--- config.mk ---
export PLATFORM = sky130hd
export DESIGN_NAME = servo_pose_teach_and_replay_flat
export DESIGN_NICKNAME = d
export VERILOG_FILES = /design/src/rtl/spq_pkg.sv /design/src/rtl/spq_if.sv /design/src/rtl/spq_queue.sv /design/src/rtl/spq_front.sv /design/src/rtl/spq_back.sv /design/src/rtl/servo_pose_teach_and_replay.sv /design/src/flat_wrapper.sv
export SDC_FILE = /design/constraint.sdc
export NUM_CORES = 1
export LEC_CHECK = 0
export ABC_AREA = 1
export BUFFER_PORTS_ARGS = -buffer_cell sky130_fd_sc_hd__buf_4
export CAP_MARGIN = 20
export CORE_MARGIN = 8
export CORE_UTILIZATION = 27
export CTS_BUF_LIST = sky130_fd_sc_hd__clkbuf_8
export CTS_CLUSTER_DIAMETER = 50
export DETAILED_ROUTE_END_ITERATION = 8
export HOLD_SLACK_MARGIN = 0.08
export PLACE_DENSITY = 0.52
export SYNTH_ARGS = -nofsm -noshare
export SYNTH_HDL_FRONTEND = slang
export SYNTH_HIERARCHICAL = 1
export SYNTH_SLANG_ARGS = --single-unit
--- constraint.sdc ---
create_clock -name clk_i -period 4.9 [get_ports clk_i]
set_input_delay 0 -clock clk_i [delete_from_list [all_inputs] [get_ports clk_i]]
set_output_delay 0 -clock clk_i [all_outputs]
set_load 0.005 [all_outputs]
--- src/rtl/spq_pkg.sv ---
// spq_pkg: shared types, codes and constants of the servo teach and replay block
// no dependencies; used by the interfaces and every module of the block
`default_nettype none

package spq_pkg;

  localparam int ACTION_W  = 2;
  localparam int CH_W      = 3;
  localparam int READING_W = 10;
  localparam int SLOT_W    = 2;
  localparam int DUTY_W    = 7;
  localparam int DWELL_W   = 16;
  localparam int PROD_W    = 16;
  localparam int QUEUE_DEPTH = 2;

  localparam logic [DWELL_W-1:0]   DWELL_RESET  = 16'd1500;
  localparam logic [PROD_W-1:0]    READING_FULL = 16'd1023;

  // item action codes
  localparam logic [ACTION_W-1:0] ACT_SAMPLE = 2'd0;
  localparam logic [ACTION_W-1:0] ACT_RECORD = 2'd1;
  localparam logic [ACTION_W-1:0] ACT_TICK   = 2'd2;
  localparam logic [ACTION_W-1:0] ACT_NONE   = 2'd3;

  localparam logic MODE_AUTO = 1'b1;

  // per-channel scale and offset of the duty map
  localparam logic [6:0] CHAN_SCALE [5] = '{7'd60, 7'd30, 7'd30, 7'd15, 7'd30};
  localparam logic [6:0] CHAN_OFFSET[5] = '{7'd17, 7'd17, 7'd17, 7'd32, 7'd32};

  typedef enum logic [1:0] {
    CMD_SAMPLE,
    CMD_RECORD,
    CMD_REPLAY
  } spq_cmd_e;

  typedef struct packed {
    spq_cmd_e               kind;
    logic [CH_W-1:0]        ch;
    logic [READING_W-1:0]   reading;
    logic [SLOT_W-1:0]      slot;
  } spq_cmd_t;

  // floor(prod / 1023): estimate by a shift, then one compare and correct
  function automatic logic [DUTY_W-1:0] div_full(input logic [PROD_W-1:0] prod);
    logic [5:0]        q0;
    logic [PROD_W-1:0] base;
    logic [PROD_W-1:0] rem;
    q0   = prod[PROD_W-1:10];
    base = {q0, 10'b0} - PROD_W'(q0);
    rem  = prod - base;
    div_full = (rem >= READING_FULL) ? DUTY_W'(q0) + DUTY_W'(1) : DUTY_W'(q0);
  endfunction

endpackage

`default_nettype wire

--- src/rtl/spq_if.sv ---
// spq_if: valid/ready channel interfaces for items, results and the dwell register
// depends on spq_pkg
`default_nettype none

interface spq_in_if;
  import spq_pkg::*;
  logic                 valid;
  logic                 ready;
  logic [ACTION_W-1:0]  action;
  logic                 mode;
  logic [CH_W-1:0]      channel;
  logic [READING_W-1:0] reading;
  logic [SLOT_W-1:0]    button;
  modport source (output valid, action, mode, channel, reading, button, input ready);
  modport sink   (input valid, action, mode, channel, reading, button, output ready);
endinterface

interface spq_out_if;
  import spq_pkg::*;
  logic              valid;
  logic              ready;
  logic [CH_W-1:0]   servo;
  logic [DUTY_W-1:0] duty;
  logic              last;
  modport source (output valid, servo, duty, last, input ready);
  modport sink   (input valid, servo, duty, last, output ready);
endinterface

interface spq_cfg_if;
  import spq_pkg::*;
  logic               valid;
  logic               ready;
  logic [DWELL_W-1:0] dwell_ticks;
  modport source (output valid, dwell_ticks, input ready);
  modport sink   (input valid, dwell_ticks, output ready);
endinterface

`default_nettype wire

--- src/rtl/spq_queue.sv ---
// spq_queue: two-entry command queue between the front and the back
// depends on spq_pkg
`default_nettype none

module spq_queue (
  input  wire                clk_i,
  input  wire                rst_ni,
  input  wire                push_i,
  input  spq_pkg::spq_cmd_t  push_cmd_i,
  output logic               full_o,
  input  wire                pop_i,
  output logic               valid_o,
  output spq_pkg::spq_cmd_t  head_o
);
  import spq_pkg::*;

  spq_cmd_t  entry_q [QUEUE_DEPTH];
  logic      wr_ptr_q, wr_ptr_d;
  logic      rd_ptr_q, rd_ptr_d;
  logic [1:0] count_q, count_d;

  assign full_o  = (count_q == 2'(QUEUE_DEPTH));
  assign valid_o = (count_q != 2'd0);
  assign head_o  = entry_q[rd_ptr_q];

  always_comb begin
    wr_ptr_d = push_i ? ~wr_ptr_q : wr_ptr_q;
    rd_ptr_d = pop_i  ? ~rd_ptr_q : rd_ptr_q;
    count_d  = count_q + 2'(push_i) - 2'(pop_i);
  end

  always_ff @(posedge clk_i or negedge rst_ni) begin
    if (!rst_ni) begin
      wr_ptr_q <= 1'b0;
      rd_ptr_q <= 1'b0;
      count_q  <= 2'd0;
    end else begin
      wr_ptr_q <= wr_ptr_d;
      rd_ptr_q <= rd_ptr_d;
      count_q  <= count_d;
    end
  end

  always_ff @(posedge clk_i) begin
    if (push_i) begin
      entry_q[wr_ptr_q] <= push_cmd_i;
    end
  end

endmodule

`default_nettype wire

--- src/rtl/spq_front.sv ---
// spq_front: takes items and dwell writes, keeps mode, record and replay state,
// and turns each item into at most one command; depends on spq_pkg, spq_if
`default_nettype none

module spq_front #(
  parameter int SERVO_COUNT = 5,
  parameter int POSE_SLOTS  = 4
) (
  input  wire                clk_i,
  input  wire                rst_ni,
  spq_in_if.sink             in_if,
  spq_cfg_if.sink            cfg_if,
  input  wire                full_i,
  output logic               push_o,
  output spq_pkg::spq_cmd_t  cmd_o
);
  import spq_pkg::*;

  localparam int PW = (POSE_SLOTS > 1) ? $clog2(POSE_SLOTS) : 1;
  localparam int CW = $clog2(POSE_SLOTS + 1);

  logic                  rec_en_q, rec_en_d;
  logic [POSE_SLOTS-1:0] recorded_q, recorded_d;
  logic [PW-1:0]         play_q, play_d;
  logic [DWELL_W-1:0]    dwell_q, dwell_d;
  logic [DWELL_W-1:0]    dwell_ticks_q;

  logic                  accept;
  logic [POSE_SLOTS:0]   prev_ok;
  logic                  rec_ok;
  logic                  in_range;
  logic [CW-1:0]         cnt;
  logic                  run;
  logic [PW-1:0]         idx;
  logic [PW-1:0]         nxt;
  logic [DWELL_W:0]      dwell_n;
  logic [DWELL_W-1:0]    lim;

  assign in_if.ready  = !full_i;
  assign cfg_if.ready = 1'b1;
  assign accept       = in_if.valid && !full_i;
  assign prev_ok      = {recorded_q, 1'b1};

  always_comb begin
    rec_en_d   = rec_en_q;
    recorded_d = recorded_q;
    play_d     = play_q;
    dwell_d    = dwell_q;
    push_o     = 1'b0;
    cmd_o      = '{kind: CMD_SAMPLE, ch: in_if.channel, reading: in_if.reading,
                   slot: in_if.button};
    // length of the recorded prefix
    cnt = '0;
    run = 1'b1;
    for (int i = 0; i < POSE_SLOTS; i++) begin
      if (run && recorded_q[i]) begin
        cnt = cnt + CW'(1);
      end else begin
        run = 1'b0;
      end
    end
    // slot k needs the enable and slot k-1 already taken
    rec_ok   = 1'b0;
    in_range = 1'b0;
    for (int i = 0; i < POSE_SLOTS; i++) begin
      if (in_if.button == SLOT_W'(i)) begin
        rec_ok   = prev_ok[i];
        in_range = 1'b1;
      end
    end
    idx     = ({1'b0, play_q} >= (PW+1)'(cnt)) ? '0 : play_q;
    nxt     = ((PW+1)'(idx) + (PW+1)'(1) >= (PW+1)'(cnt)) ? '0 : idx + PW'(1);
    dwell_n = {1'b0, dwell_q} + (DWELL_W+1)'(1);
    lim     = (dwell_ticks_q == '0) ? DWELL_W'(1) : dwell_ticks_q;

    if (accept) begin
      unique case (in_if.action)
        ACT_RECORD: begin
          if (in_range && rec_ok && rec_en_q) begin
            for (int i = 0; i < POSE_SLOTS; i++) begin
              if (in_if.button == SLOT_W'(i)) begin
                recorded_d[i] = 1'b1;
              end
            end
            push_o     = 1'b1;
            cmd_o.kind = CMD_RECORD;
          end
        end
        ACT_SAMPLE, ACT_TICK: begin
          rec_en_d = (in_if.mode != MODE_AUTO);
          if (in_if.mode != MODE_AUTO) begin
            play_d  = '0;
            dwell_d = '0;
            if (in_if.action == ACT_SAMPLE && int'(in_if.channel) < SERVO_COUNT) begin
              push_o     = 1'b1;
              cmd_o.kind = CMD_SAMPLE;
            end
          end else if (in_if.action == ACT_TICK && cnt != '0) begin
            if (dwell_q == '0) begin
              push_o     = 1'b1;
              cmd_o.kind = CMD_REPLAY;
              cmd_o.slot = SLOT_W'(idx);
            end
            if (dwell_n >= (DWELL_W+1)'(lim)) begin
              dwell_d = '0;
              play_d  = nxt;
            end else begin
              dwell_d = dwell_n[DWELL_W-1:0];
              play_d  = idx;
            end
          end
        end
        ACT_NONE: begin
        end
        default: begin
        end
      endcase
    end
  end

  always_ff @(posedge clk_i or negedge rst_ni) begin
    if (!rst_ni) begin
      rec_en_q      <= 1'b0;
      recorded_q    <= '0;
      play_q        <= '0;
      dwell_q       <= '0;
      dwell_ticks_q <= DWELL_RESET;
    end else begin
      rec_en_q   <= rec_en_d;
      recorded_q <= recorded_d;
      play_q     <= play_d;
      dwell_q    <= dwell_d;
      if (cfg_if.valid) begin
        dwell_ticks_q <= cfg_if.dwell_ticks;
      end
    end
  end

endmodule

`default_nettype wire

--- src/rtl/spq_back.sv ---
// spq_back: carries out commands: live readings, pose memory, duty pipeline
// and the result register; depends on spq_pkg, spq_if
`default_nettype none

module spq_back #(
  parameter int SERVO_COUNT = 5,
  parameter int POSE_SLOTS  = 4
) (
  input  wire                clk_i,
  input  wire                rst_ni,
  input  wire                cmd_valid_i,
  input  spq_pkg::spq_cmd_t  cmd_i,
  output logic               pop_o,
  spq_out_if.source          out_if
);
  import spq_pkg::*;

  localparam int JW    = (SERVO_COUNT > 1) ? $clog2(SERVO_COUNT) : 1;
  localparam int DEPTH = SERVO_COUNT * POSE_SLOTS;
  localparam int AW    = (DEPTH > 1) ? $clog2(DEPTH) : 1;

  logic [READING_W-1:0] live_q [SERVO_COUNT];
  logic [READING_W-1:0] pose_mem [DEPTH];
  logic [READING_W-1:0] mem_rd_q;

  logic                 busy_q;
  spq_cmd_t             cmd_q;
  logic [JW-1:0]        j_q;

  logic                 adv;
  logic                 step;
  logic                 last_step;
  logic [AW-1:0]        addr;

  logic                 s1_valid_q;
  logic [CH_W-1:0]      s1_ch_q;
  logic                 s1_last_q;
  logic                 s1_mem_q;
  logic [READING_W-1:0] s1_reading_q;
  logic [READING_W-1:0] s1_rd;
  logic [PROD_W-1:0]    s1_prod;

  logic                 s2_valid_q;
  logic [CH_W-1:0]      s2_ch_q;
  logic                 s2_last_q;
  logic [PROD_W-1:0]    s2_prod_q;

  logic                 out_valid_q;
  logic [CH_W-1:0]      out_servo_q;
  logic [DUTY_W-1:0]    out_duty_q;
  logic                 out_last_q;

  // whole pipe moves unless the result register is held
  assign adv       = !out_valid_q || out_if.ready;
  assign pop_o     = !busy_q && cmd_valid_i;
  assign step      = busy_q && adv;
  assign last_step = (cmd_q.kind == CMD_SAMPLE) || (j_q == JW'(SERVO_COUNT - 1));
  assign addr      = AW'(int'(cmd_q.slot) * SERVO_COUNT + int'(j_q));

  always_ff @(posedge clk_i or negedge rst_ni) begin
    if (!rst_ni) begin
      busy_q <= 1'b0;
      j_q    <= '0;
    end else if (pop_o) begin
      busy_q <= 1'b1;
      j_q    <= '0;
    end else if (step) begin
      if (last_step) begin
        busy_q <= 1'b0;
      end else begin
        j_q <= j_q + JW'(1);
      end
    end
  end

  always_ff @(posedge clk_i) begin
    if (pop_o) begin
      cmd_q <= cmd_i;
    end
  end

  always_ff @(posedge clk_i or negedge rst_ni) begin
    if (!rst_ni) begin
      for (int i = 0; i < SERVO_COUNT; i++) begin
        live_q[i] <= '0;
      end
    end else if (step && cmd_q.kind == CMD_SAMPLE) begin
      for (int i = 0; i < SERVO_COUNT; i++) begin
        if (cmd_q.ch == CH_W'(i)) begin
          live_q[i] <= cmd_q.reading;
        end
      end
    end
  end

  // pose memory: one write port for recording, one registered read port
  always_ff @(posedge clk_i) begin
    if (step && cmd_q.kind == CMD_RECORD) begin
      pose_mem[addr] <= live_q[j_q];
    end
    if (adv) begin
      mem_rd_q <= pose_mem[addr];
    end
  end

  always_ff @(posedge clk_i or negedge rst_ni) begin
    if (!rst_ni) begin
      s1_valid_q  <= 1'b0;
      s2_valid_q  <= 1'b0;
      out_valid_q <= 1'b0;
    end else if (adv) begin
      s1_valid_q  <= step && (cmd_q.kind == CMD_SAMPLE || cmd_q.kind == CMD_REPLAY);
      s2_valid_q  <= s1_valid_q;
      out_valid_q <= s2_valid_q;
    end
  end

  always_comb begin
    s1_rd   = s1_mem_q ? mem_rd_q : s1_reading_q;
    s1_prod = PROD_W'(CHAN_SCALE[s1_ch_q]) * PROD_W'(s1_rd);
  end

  always_ff @(posedge clk_i) begin
    if (adv) begin
      unique case (cmd_q.kind)
        CMD_SAMPLE: begin
          s1_ch_q   <= cmd_q.ch;
          s1_last_q <= 1'b1;
          s1_mem_q  <= 1'b0;
        end
        CMD_REPLAY, CMD_RECORD: begin
          s1_ch_q   <= CH_W'(j_q);
          s1_last_q <= (j_q == JW'(SERVO_COUNT - 1));
          s1_mem_q  <= 1'b1;
        end
        default: begin
          s1_ch_q   <= cmd_q.ch;
          s1_last_q <= 1'b1;
          s1_mem_q  <= 1'b0;
        end
      endcase
      s1_reading_q <= cmd_q.reading;
      s2_ch_q      <= s1_ch_q;
      s2_last_q    <= s1_last_q;
      s2_prod_q    <= s1_prod;
      out_servo_q  <= s2_ch_q;
      out_duty_q   <= div_full(s2_prod_q) + CHAN_OFFSET[s2_ch_q];
      out_last_q   <= s2_last_q;
    end
  end

  assign out_if.valid = out_valid_q;
  assign out_if.servo = out_servo_q;
  assign out_if.duty  = out_duty_q;
  assign out_if.last  = out_last_q;

endmodule

`default_nettype wire

--- src/rtl/servo_pose_teach_and_replay.sv ---
// servo_pose_teach_and_replay: top level of the five-servo teach and replay block
// depends on spq_pkg, spq_if, spq_front, spq_queue, spq_back
//
// channels: in_if takes items (pot sample, record press, tick) with a mode bit;
//   out_if gives one request per duty update (servo, duty, last on the final one);
//   cfg_if writes the dwell length in ticks, always ready; to be written while idle by the user, not enforced
// the front side keeps the mode, record and replay state and issues at most one
//   command per item into a two-entry queue; the back side executes commands
// a sample item passes the queue, the back command register, the s1 and s2 registers and
//   the result register; a replay tick gives its five duties on consecutive cycles unless stalled
// the back sequencer takes a new command only when it is idle; it steps once per servo
//   through a record (five memory writes) or a replay (five memory reads)
// items that cause no command pass in one cycle each while the queue has room
// when the receiver stalls, the result register holds and the duty pipeline,
//   the sequencer and then the queue stop; the input side keeps taking items
//   until the queue fills
// reset clears live readings, recorded flags, replay position and dwell count,
//   and loads the dwell length with 1500; pose memory contents are not cleared,
//   and only those of recorded slots reach a result
`default_nettype none

module servo_pose_teach_and_replay #(
  parameter int SERVO_COUNT = 5,
  parameter int POSE_SLOTS  = 4
) (
  input  wire        clk_i,
  input  wire        rst_ni,
  spq_in_if.sink     in_if,
  spq_cfg_if.sink    cfg_if,
  spq_out_if.source  out_if
);
  import spq_pkg::*;

  // front to queue
  logic     cmd_push;
  spq_cmd_t push_cmd;
  logic     q_full;
  // queue to back
  logic     cmd_pop;
  logic     q_valid;
  spq_cmd_t head_cmd;

  spq_front #(
    .SERVO_COUNT (SERVO_COUNT),
    .POSE_SLOTS  (POSE_SLOTS)
  ) u_front (
    .clk_i   (clk_i),
    .rst_ni  (rst_ni),
    .in_if   (in_if),
    .cfg_if  (cfg_if),
    .full_i  (q_full),
    .push_o  (cmd_push),
    .cmd_o   (push_cmd)
  );

  spq_queue u_queue (
    .clk_i      (clk_i),
    .rst_ni     (rst_ni),
    .push_i     (cmd_push),
    .push_cmd_i (push_cmd),
    .full_o     (q_full),
    .pop_i      (cmd_pop),
    .valid_o    (q_valid),
    .head_o     (head_cmd)
  );

  spq_back #(
    .SERVO_COUNT (SERVO_COUNT),
    .POSE_SLOTS  (POSE_SLOTS)
  ) u_back (
    .clk_i       (clk_i),
    .rst_ni      (rst_ni),
    .cmd_valid_i (q_valid),
    .cmd_i       (head_cmd),
    .pop_o       (cmd_pop),
    .out_if      (out_if)
  );

`ifndef NO_ASSERTIONS
  // the front never pushes into a full queue
  a_no_overflow: assert property (@(posedge clk_i) disable iff (!rst_ni)
    !(cmd_push && q_full))
    else $error("command pushed into full queue");

  // replay and record commands name an existing pose slot
  a_slot_range: assert property (@(posedge clk_i) disable iff (!rst_ni)
    (cmd_push && (push_cmd.kind == CMD_REPLAY || push_cmd.kind == CMD_RECORD))
      |-> (int'(push_cmd.slot) < POSE_SLOTS))
    else $error("pose slot out of range");

  // sample commands carry a servo that exists
  a_sample_ch: assert property (@(posedge clk_i) disable iff (!rst_ni)
    (cmd_push && push_cmd.kind == CMD_SAMPLE) |-> (int'(push_cmd.ch) < SERVO_COUNT))
    else $error("sample channel out of range");
`endif

endmodule

`default_nettype wire
--- src/flat_wrapper.sv ---
// flat-port wrapper written by rule: the top's interface ports become plain ports
module servo_pose_teach_and_replay_flat import spq_pkg::*;
#(
  parameter int SERVO_COUNT = 5,
  parameter int POSE_SLOTS  = 4
)
  (clk_i, rst_ni, in_if_valid, in_if_action, in_if_mode, in_if_channel, in_if_reading, in_if_button, in_if_ready, cfg_if_valid, cfg_if_dwell_ticks, cfg_if_ready, out_if_valid, out_if_servo, out_if_duty, out_if_last, out_if_ready);
  spq_in_if in_if_i ();
  spq_cfg_if cfg_if_i ();
  spq_out_if out_if_i ();
  input  wire clk_i;
  input  wire rst_ni;
  input wire logic [$bits(in_if_i.valid)-1:0] in_if_valid;
  input wire logic [$bits(in_if_i.action)-1:0] in_if_action;
  input wire logic [$bits(in_if_i.mode)-1:0] in_if_mode;
  input wire logic [$bits(in_if_i.channel)-1:0] in_if_channel;
  input wire logic [$bits(in_if_i.reading)-1:0] in_if_reading;
  input wire logic [$bits(in_if_i.button)-1:0] in_if_button;
  output wire logic [$bits(in_if_i.ready)-1:0] in_if_ready;
  input wire logic [$bits(cfg_if_i.valid)-1:0] cfg_if_valid;
  input wire logic [$bits(cfg_if_i.dwell_ticks)-1:0] cfg_if_dwell_ticks;
  output wire logic [$bits(cfg_if_i.ready)-1:0] cfg_if_ready;
  output wire logic [$bits(out_if_i.valid)-1:0] out_if_valid;
  output wire logic [$bits(out_if_i.servo)-1:0] out_if_servo;
  output wire logic [$bits(out_if_i.duty)-1:0] out_if_duty;
  output wire logic [$bits(out_if_i.last)-1:0] out_if_last;
  input wire logic [$bits(out_if_i.ready)-1:0] out_if_ready;
  assign in_if_i.valid = in_if_valid;
  assign in_if_i.action = in_if_action;
  assign in_if_i.mode = in_if_mode;
  assign in_if_i.channel = in_if_channel;
  assign in_if_i.reading = in_if_reading;
  assign in_if_i.button = in_if_button;
  assign in_if_ready = in_if_i.ready;
  assign cfg_if_i.valid = cfg_if_valid;
  assign cfg_if_i.dwell_ticks = cfg_if_dwell_ticks;
  assign cfg_if_ready = cfg_if_i.ready;
  assign out_if_valid = out_if_i.valid;
  assign out_if_servo = out_if_i.servo;
  assign out_if_duty = out_if_i.duty;
  assign out_if_last = out_if_i.last;
  assign out_if_i.ready = out_if_ready;
  servo_pose_teach_and_replay #(.SERVO_COUNT(SERVO_COUNT), .POSE_SLOTS(POSE_SLOTS)) u_core (.clk_i(clk_i), .rst_ni(rst_ni), .in_if(in_if_i), .cfg_if(cfg_if_i), .out_if(out_if_i));
endmodule
# --- Word level (Yosys, flattened, before mapping) ---
# Memories as Yosys holds them, arrays and structs flattened. A register that Yosys moved wholly into a read port is not among the register bits.
# Cells that the tools add are included.
classes:
  n_addsub: 14
  mul: 2
  n_lt_le_gt_ge: 8
  eq_ne: 15
  n_mux: 62
  n_bitwise: 6
  reduce_logical: 44
ops:
  columns: ["cell", "n"]
  rows:
  - ["two-way mux 16 bit", 4]
  - ["two-way mux 7 bit", 5]
  - ["logical NOT 16 bit", 2]
  - ["binary-select mux 10 bit (select 3 bit)", 1]
  - ["two-way mux 10 bit", 3]
  - ["two-way mux 2 bit", 15]
  - ["two-way mux 1 bit", 26]
  - ["two-way mux 3 bit", 6]
  - ["adder 16 x 1 -> 17 bit (second input constant)", 1]
  - [">= comparator 17 x 16 -> 1 bit", 1]
  - [">= comparator 16 x 10 -> 1 bit (second input constant)", 1]
  - ["multiplier 7 x 10 -> 16 bit", 1]
  - ["AND reduction 2 bit", 8]
  - ["AND reduction 4 bit", 4]
  - ["subtractor 16 bit", 1]
  - ["subtractor 16 x 6 -> 16 bit", 1]
  - ["logical AND 1 bit", 13]
  - [">= comparator 4 bit (second input constant)", 3]
  - ["NOT 3 -> 4 bit", 3]
  - ["== test 2 bit (second input constant)", 5]
  - ["adder 3 x 1 -> 3 bit (second input constant)", 3]
  - ["adder 6 x 1 -> 7 bit (second input constant)", 1]
  - ["adder 7 bit", 1]
  - ["== test 2 x 1 -> 1 bit (second input constant)", 3]
  - ["25 further kinds", 39]
totals:
  ff_bits: 146
  mem_bits_rw: 234
  mem_bits_ro: 112
  inputBits: 39
  out_inout_bits: 14
  elab_cells: 186
  n_memories: 4
memory_table:
  columns: ["memory", "words", "word_bits", "read_ports", "rd_ports_with_merged_regs", "wr", "line", "text"]
  rows:
  - ["u_core.u_back.pose_mem", 20, 10, 1, 1, 1, "spq_back.sv:23", "logic [READING_W-1:0] pose_mem [DEPTH];"]
  - ["(no name shown)", 8, 7, 1, 0, 0, "spq_back.sv:147", "out_duty_q <= div_full(s2_prod_q) + CHAN_OFFSET[s2_ch_q];"]
  - ["(no name shown)", 8, 7, 1, 0, 0, "spq_back.sv:120", "s1_prod = PROD_W'(CHAN_SCALE[s1_ch_q]) * PROD_W'(s1_rd);"]
  - ["u_core.u_queue.entry_q", 2, 17, 1, 1, 1, "spq_queue.sv:17", "spq_cmd_t entry_q [QUEUE_DEPTH];"]

# --- Depth between registers and ports, before layout ---
logic_depth:
  depth_word: 15
  depth_mapped: 26
  ltp_nobuf: 26

# --- By module ---
# Netlist, hierarchy kept.
modules_own_cells:
  columns: ["mod", "n_inst", "cells_each", "area_each_um2", "seq_area_each_um2"]
  rows:
  - ["spq_back", 1, 1302, 15617.5, 9624.2]
  - ["spq_front", 1, 368, 2852.7, 984.7]
  - ["spq_queue", 1, 114, 1552.7, 1121.1]

# --- Worst setup path before layout ---
# OpenSTA, ideal clock, no wires.
synth_timing:
  path_kind: "flip-flop to flip-flop"
  from: "register u_core.u_back.s1_ch_q[2]"
  to: "register u_core.u_back.s2_prod_q[15] (data pin)"
  setup_time_ps: 265
  arrival_time_ps: 4671
  required_ps: 4635
  slack_ps: -36
  path_stages_with_launch: 24
  n_path_buf: 1
  period_less_slack_ps: 4936
  cell_sequence: "edfxtp_1 nor3_1 clkbuf_1 nor2_1 ha_1 inv_1 fa_1 inv_1 fa_1 inv_1 fa_1 inv_1 ha_1 inv_1 o21bai_1 nand2_1 nand3_1 a21oi_1 o21bai_1 nand2_1 inv_1 nand2_1 o21ai_0 xor2_1"
synth_between:
  elab_chain_cells: 5
synth_rtl:
  columns: ["item", "line", "text"]
  rows:
  - ["start: declaration", "spq_back.sv:36", "logic [CH_W-1:0] s1_ch_q;"]
  - ["start signal: assignment", "spq_back.sv:127", "s1_ch_q <= cmd_q.ch;"]
  - ["start signal: assignment", "spq_back.sv:132", "s1_ch_q <= CH_W'(j_q);"]
  - ["start signal: assignment", "spq_back.sv:137", "s1_ch_q <= cmd_q.ch;"]
  - ["NOT 3 -> 4 bit (implied by the code)", "spq_back.sv:120", null]
  - ["memory (8 x 7 bit)", null, null]
  - ["two-way mux 7 bit (implied by the code) (2 in a row)", "spq_back.sv:120", null]
  - ["multiplier 7 x 10 -> 16 bit", "spq_back.sv:120", null]
  - ["named net u_core.u_back.s1_prod[15]", "spq_back.sv:41", "logic [PROD_W-1:0] s1_prod;"]
  - ["end signal: assignment", "spq_back.sv:145", "s2_prod_q <= s1_prod;"]
  - ["end: declaration", "spq_back.sv:46", "logic [PROD_W-1:0] s2_prod_q;"]
# The timed path passes the listed nets, and every way through them passes these cells. The select of a mux whose other input is x is not followed.
# A chain may end at the register's enable or synchronous reset.

# --- Worst setup path after layout ---
layout_timing:
  from: "register u_core.u_back.s1_mem_q"
  to: "register u_core.u_back.s2_prod_q[15] (data pin)"
layout_between:
  elab_chain_cells: 2
layout_rtl:
  columns: ["item", "line", "text"]
  rows:
  - ["start: declaration", "spq_back.sv:38", "logic s1_mem_q;"]
  - ["start signal: assignment", "spq_back.sv:129", "s1_mem_q <= 1'b0;"]
  - ["start signal: assignment", "spq_back.sv:134", "s1_mem_q <= 1'b1;"]
  - ["start signal: assignment", "spq_back.sv:139", "s1_mem_q <= 1'b0;"]
  - ["two-way mux 10 bit", "spq_back.sv:119", "s1_rd = s1_mem_q ? mem_rd_q : s1_reading_q;"]
  - ["multiplier 7 x 10 -> 16 bit", "spq_back.sv:120", null]
  - ["named net u_core.u_back.s1_prod[15]", "spq_back.sv:41", null]
# The timed path passes the listed nets, and every way through them passes these cells.

==> impl_metrics.env <==
export IMPL_outcome="completed"
export IMPL_worstMarginPinSlew_ps=1021
export IMPL_final_area_um2=24740
export IMPL_clkLatencyLatePin_ps=650
export IMPL_layout_commonest_cell="edfxtp_1"
export IMPL_yosysWarnings=6
export IMPL_synthArstFlopShare=0.2457
export IMPL_fin_hold_ws_ps=242.5
export IMPL_cts_max_level=3
export IMPL_setup_viol=0
export IMPL_required_ps=5290
export IMPL_drtIter0Drc=714
export IMPL_path_clk_slew_ps=60
export IMPL_routabilityCongestion=0.7702
export IMPL_slowest_stage="fa_1"
export IMPL_grt_max_degree=57
export IMPL_fp_row_count=100
export IMPL_place_ws_ps=-53.93
export IMPL_hp_class="in -> reg"
export IMPL_final_core_util=0.3346
export IMPL_grt_total_usage=0.1114
export IMPL_vias_per_cell=4.445
export IMPL_layout_common_cells="307 x edfxtp_1, 284 x inv_1, 281 x nand2_1, 104 x dlygate4sd3_1, 104 x buf_4"
export IMPL_fin_skew_ps=66.80
export IMPL_drc=0
export IMPL_syn_area_per_cell_um2=11.22
export IMPL_hpwl_um=30430
export IMPL_grt_pass1_vias=13980
export IMPL_chipWidth_um=288.3
export IMPL_io_pins=53
export IMPL_ant_nets=0
export IMPL_clkSinkCount=407
export IMPL_critPathArrivalTime_ps=5050
export IMPL_ys_dominant_reg_cell="edfxtp_1"
export IMPL_worstSetupPathType="reg -> reg"
export IMPL_period_needed_ps=4665
export IMPL_max_stage_delay_ps=510
export IMPL_start_kind="flop"
export IMPL_drive_gt1_frac=0.1782
export IMPL_clockBufferDepth=3
export IMPL_cp_num_buf_inv=6
export IMPL_max_cap_viol_count=0
export IMPL_num_antenna_cells=0
export IMPL_synthCells=1784
export IMPL_timing_final_ws_setup_ps=234.8
export IMPL_fin_crit_sh=0.9521
export IMPL_synth_area_um2=20020
export IMPL_core_um2=73950
export IMPL_max_freq_mhz=214.4
export IMPL_cp_end_kind="flop"
export IMPL_path_cells="buf_6 > o21ai_2 > fa_1 > fa_1 > inv_1 > fa_1 > inv_1 > fa_1 > inv_2 > ha_4 > inv_1 > o21bai_1 > nand2_1 > nand3_2 > a21oi_1 > o21bai_1 > nand2_1 > inv_2 > nand2_2 > o21ai_2 > xor2_1"
export IMPL_syn_num_nets=1948
export IMPL_cp_max_fo=5
export IMPL_synth_edff_count=307
export IMPL_gr_total_overflow=0
export IMPL_wl_per_cell_um=15.35
export IMPL_grt_pass1_wl_um=74130
export IMPL_antenna_found_initial=0
export IMPL_drt_total_wl_um=46650
export IMPL_numCtsBuffers=74
export IMPL_place_area_um2=21860
export IMPL_io_buffers=51
export IMPL_die_area_um2=83130
export IMPL_cpMostUsedCell="fa_1"
export IMPL_start_util=0.2708
export IMPL_area_growth_pct=23.56
export IMPL_cts_root_buffer="clkbuf_8"
export IMPL_timing_hold_violations_final=0
export IMPL_ys_ff_latch=407
export IMPL_num_vias=13510
export IMPL_cts_tree="done"
export IMPL_slew_headroom=0.3142
export IMPL_netlist_cell_type_count=59
export IMPL_fin_nets=2174
export IMPL_dr_pass1_iters=5
export IMPL_synth_seq_area_share=0.5858
export IMPL_cpLargestDelayFamily="adder cells"
export IMPL_die_height_um=288.3
export IMPL_drv_slew=0
area by class of cell:
type                       count  area, um2
fill                        7285      49200
sequential                   407      11730
multi-input combinational   1028       7169
timing repair buffer         218       2002
tap                          969       1212
inverter                     281       1055
clock buffer                  76       1046
clock inverter                61      526.8
synthesized netlist by cell type (9+ instances only):
library cell	number	share of area
nor3_1	14	0.0035
nand4_1	34	0.011
o31ai_1	11	0.0041
nor4_1	9	0.0028
edfxtp_1	307	0.46
buf_2	9	0.0022
a22oi_1	42	0.016
mux2_2	20	0.011
o21ai_0	101	0.025
ha_1	93	0.058
clkbuf_1	35	0.0066
nand3_1	46	0.011
fa_1	32	0.032
inv_1	276	0.052
a221oi_1	21	0.0092
a22o_1	20	0.0087
nand2_1	285	0.053
a21oi_1	64	0.016
o21ai_2	19	0.0083
nor2_1	93	0.017
nand2_2	20	0.0062
dfrtp_1	93	0.12
xor2_1	31	0.014
buf_4	14	0.0052
repair_timing:
action                     4_1_cts  5_1_grt
cloned                           0        0
hold buffers                   105        0
buffers inserted                 0        8
hold endpoints to repair       131        0
setup endpoints to repair        2        4
pin swaps                        0       25
gates resized for setup          3       48
state kept, by name (all words and copies together), names as in the netlist, 2 cells and up:
name / flops
u_core/u_front/dwell_ticks_q: 16
u_core/u_back/live_q: 50
u_core/u_back/pose_mem: 200
u_core/u_back/s2_prod_q: 16
u_core/u_back/out_if.duty: 7
u_core/u_back/s1_ch_q: 3
u_core/u_queue/count_q: 2
u_core/u_back/j_q: 3
u_core/u_queue/entry_q: 34
u_core/u_back/mem_rd_q: 10
u_core/u_back/s1_reading_q: 10
u_core/u_front/play_q: 2
u_core/u_front/recorded_q: 4
u_core/u_back/s2_ch_q: 3
u_core/u_back/cmd_q: 17
u_core/u_front/dwell_q: 16
u_core/u_back/out_if.servo: 3
worst reg2reg max path, stage by stage (launching register included):
cell      delay [ps]
edfxtp_1         500
buf_6            170
o21ai_2          230
fa_1             480
fa_1             510
inv_1             60
fa_1             500
inv_1             50
fa_1             510
inv_2             50
ha_4             260
inv_1             60
o21bai_1         170
nand2_1          100
nand3_2           80
a21oi_1           80
o21bai_1         190
nand2_1           90
inv_2             70
nand2_2           60
o21ai_2          150
xor2_1            70
metal layers:
metal / up-vias / track usage / part of all wire / routed length (um)
met1: 6557 / 0.1413 / 0.44 / 20710
met2: 273 / 0.1885 / 0.48 / 22540
met4: 0 / 0.03753 / 0.025 / 1180
li1: 6598 / - / - / -
met5: - / 0 / 0 / 0
met3: 85 / 0.02265 / 0.048 / 2223
final timing paths:
kind	slack [ps]	cells past startpoint	end	start
min in group asynchronous	460	4	u_core/u_back/live_q[45]	rst_ni
max in group asynchronous	3790	4	u_core/u_front/dwell_q[1]	rst_ni
worst min-delay path	240	5	u_core/u_back/s1_valid_q	out_if_ready
worst max-delay path	230	21	u_core/u_back/s2_prod_q[15]	u_core/u_back/s1_mem_q
worst min register to register	400	0	u_core/u_back/out_if.last	u_core/u_back/s2_last_q
worst max register to register	230	21	u_core/u_back/s2_prod_q[15]	u_core/u_back/s1_mem_q
cells by family (layout without fill, tap and decap cells):
kind of cell	count (synthesis)	after routing	synth area share
AND/OR/NAND/NOR	535	535	0.1257
flip-flops	407	407	0.5858
adder cells (fa/ha/maj)	125	125	0.09011
other	1	1	0.0001873
buffers and inverters	349	636	0.07180
XOR/XNOR	36	36	0.01575
AO/OA/AOI/OAI	311	311	0.09936
multiplexers	20	20	0.01125
stage by stage:
step,cells,setup TNS (ps)
floorplan,1784,0
global placement,2790,0
detailed placement,2790,-88.07
CTS,3032,0
global route,3040,-43.03
finish,3040,0
Power is left out: the tool's default activity adds up to more than one toggle a clock period on the data nets, which glitch-free logic cannot reach.
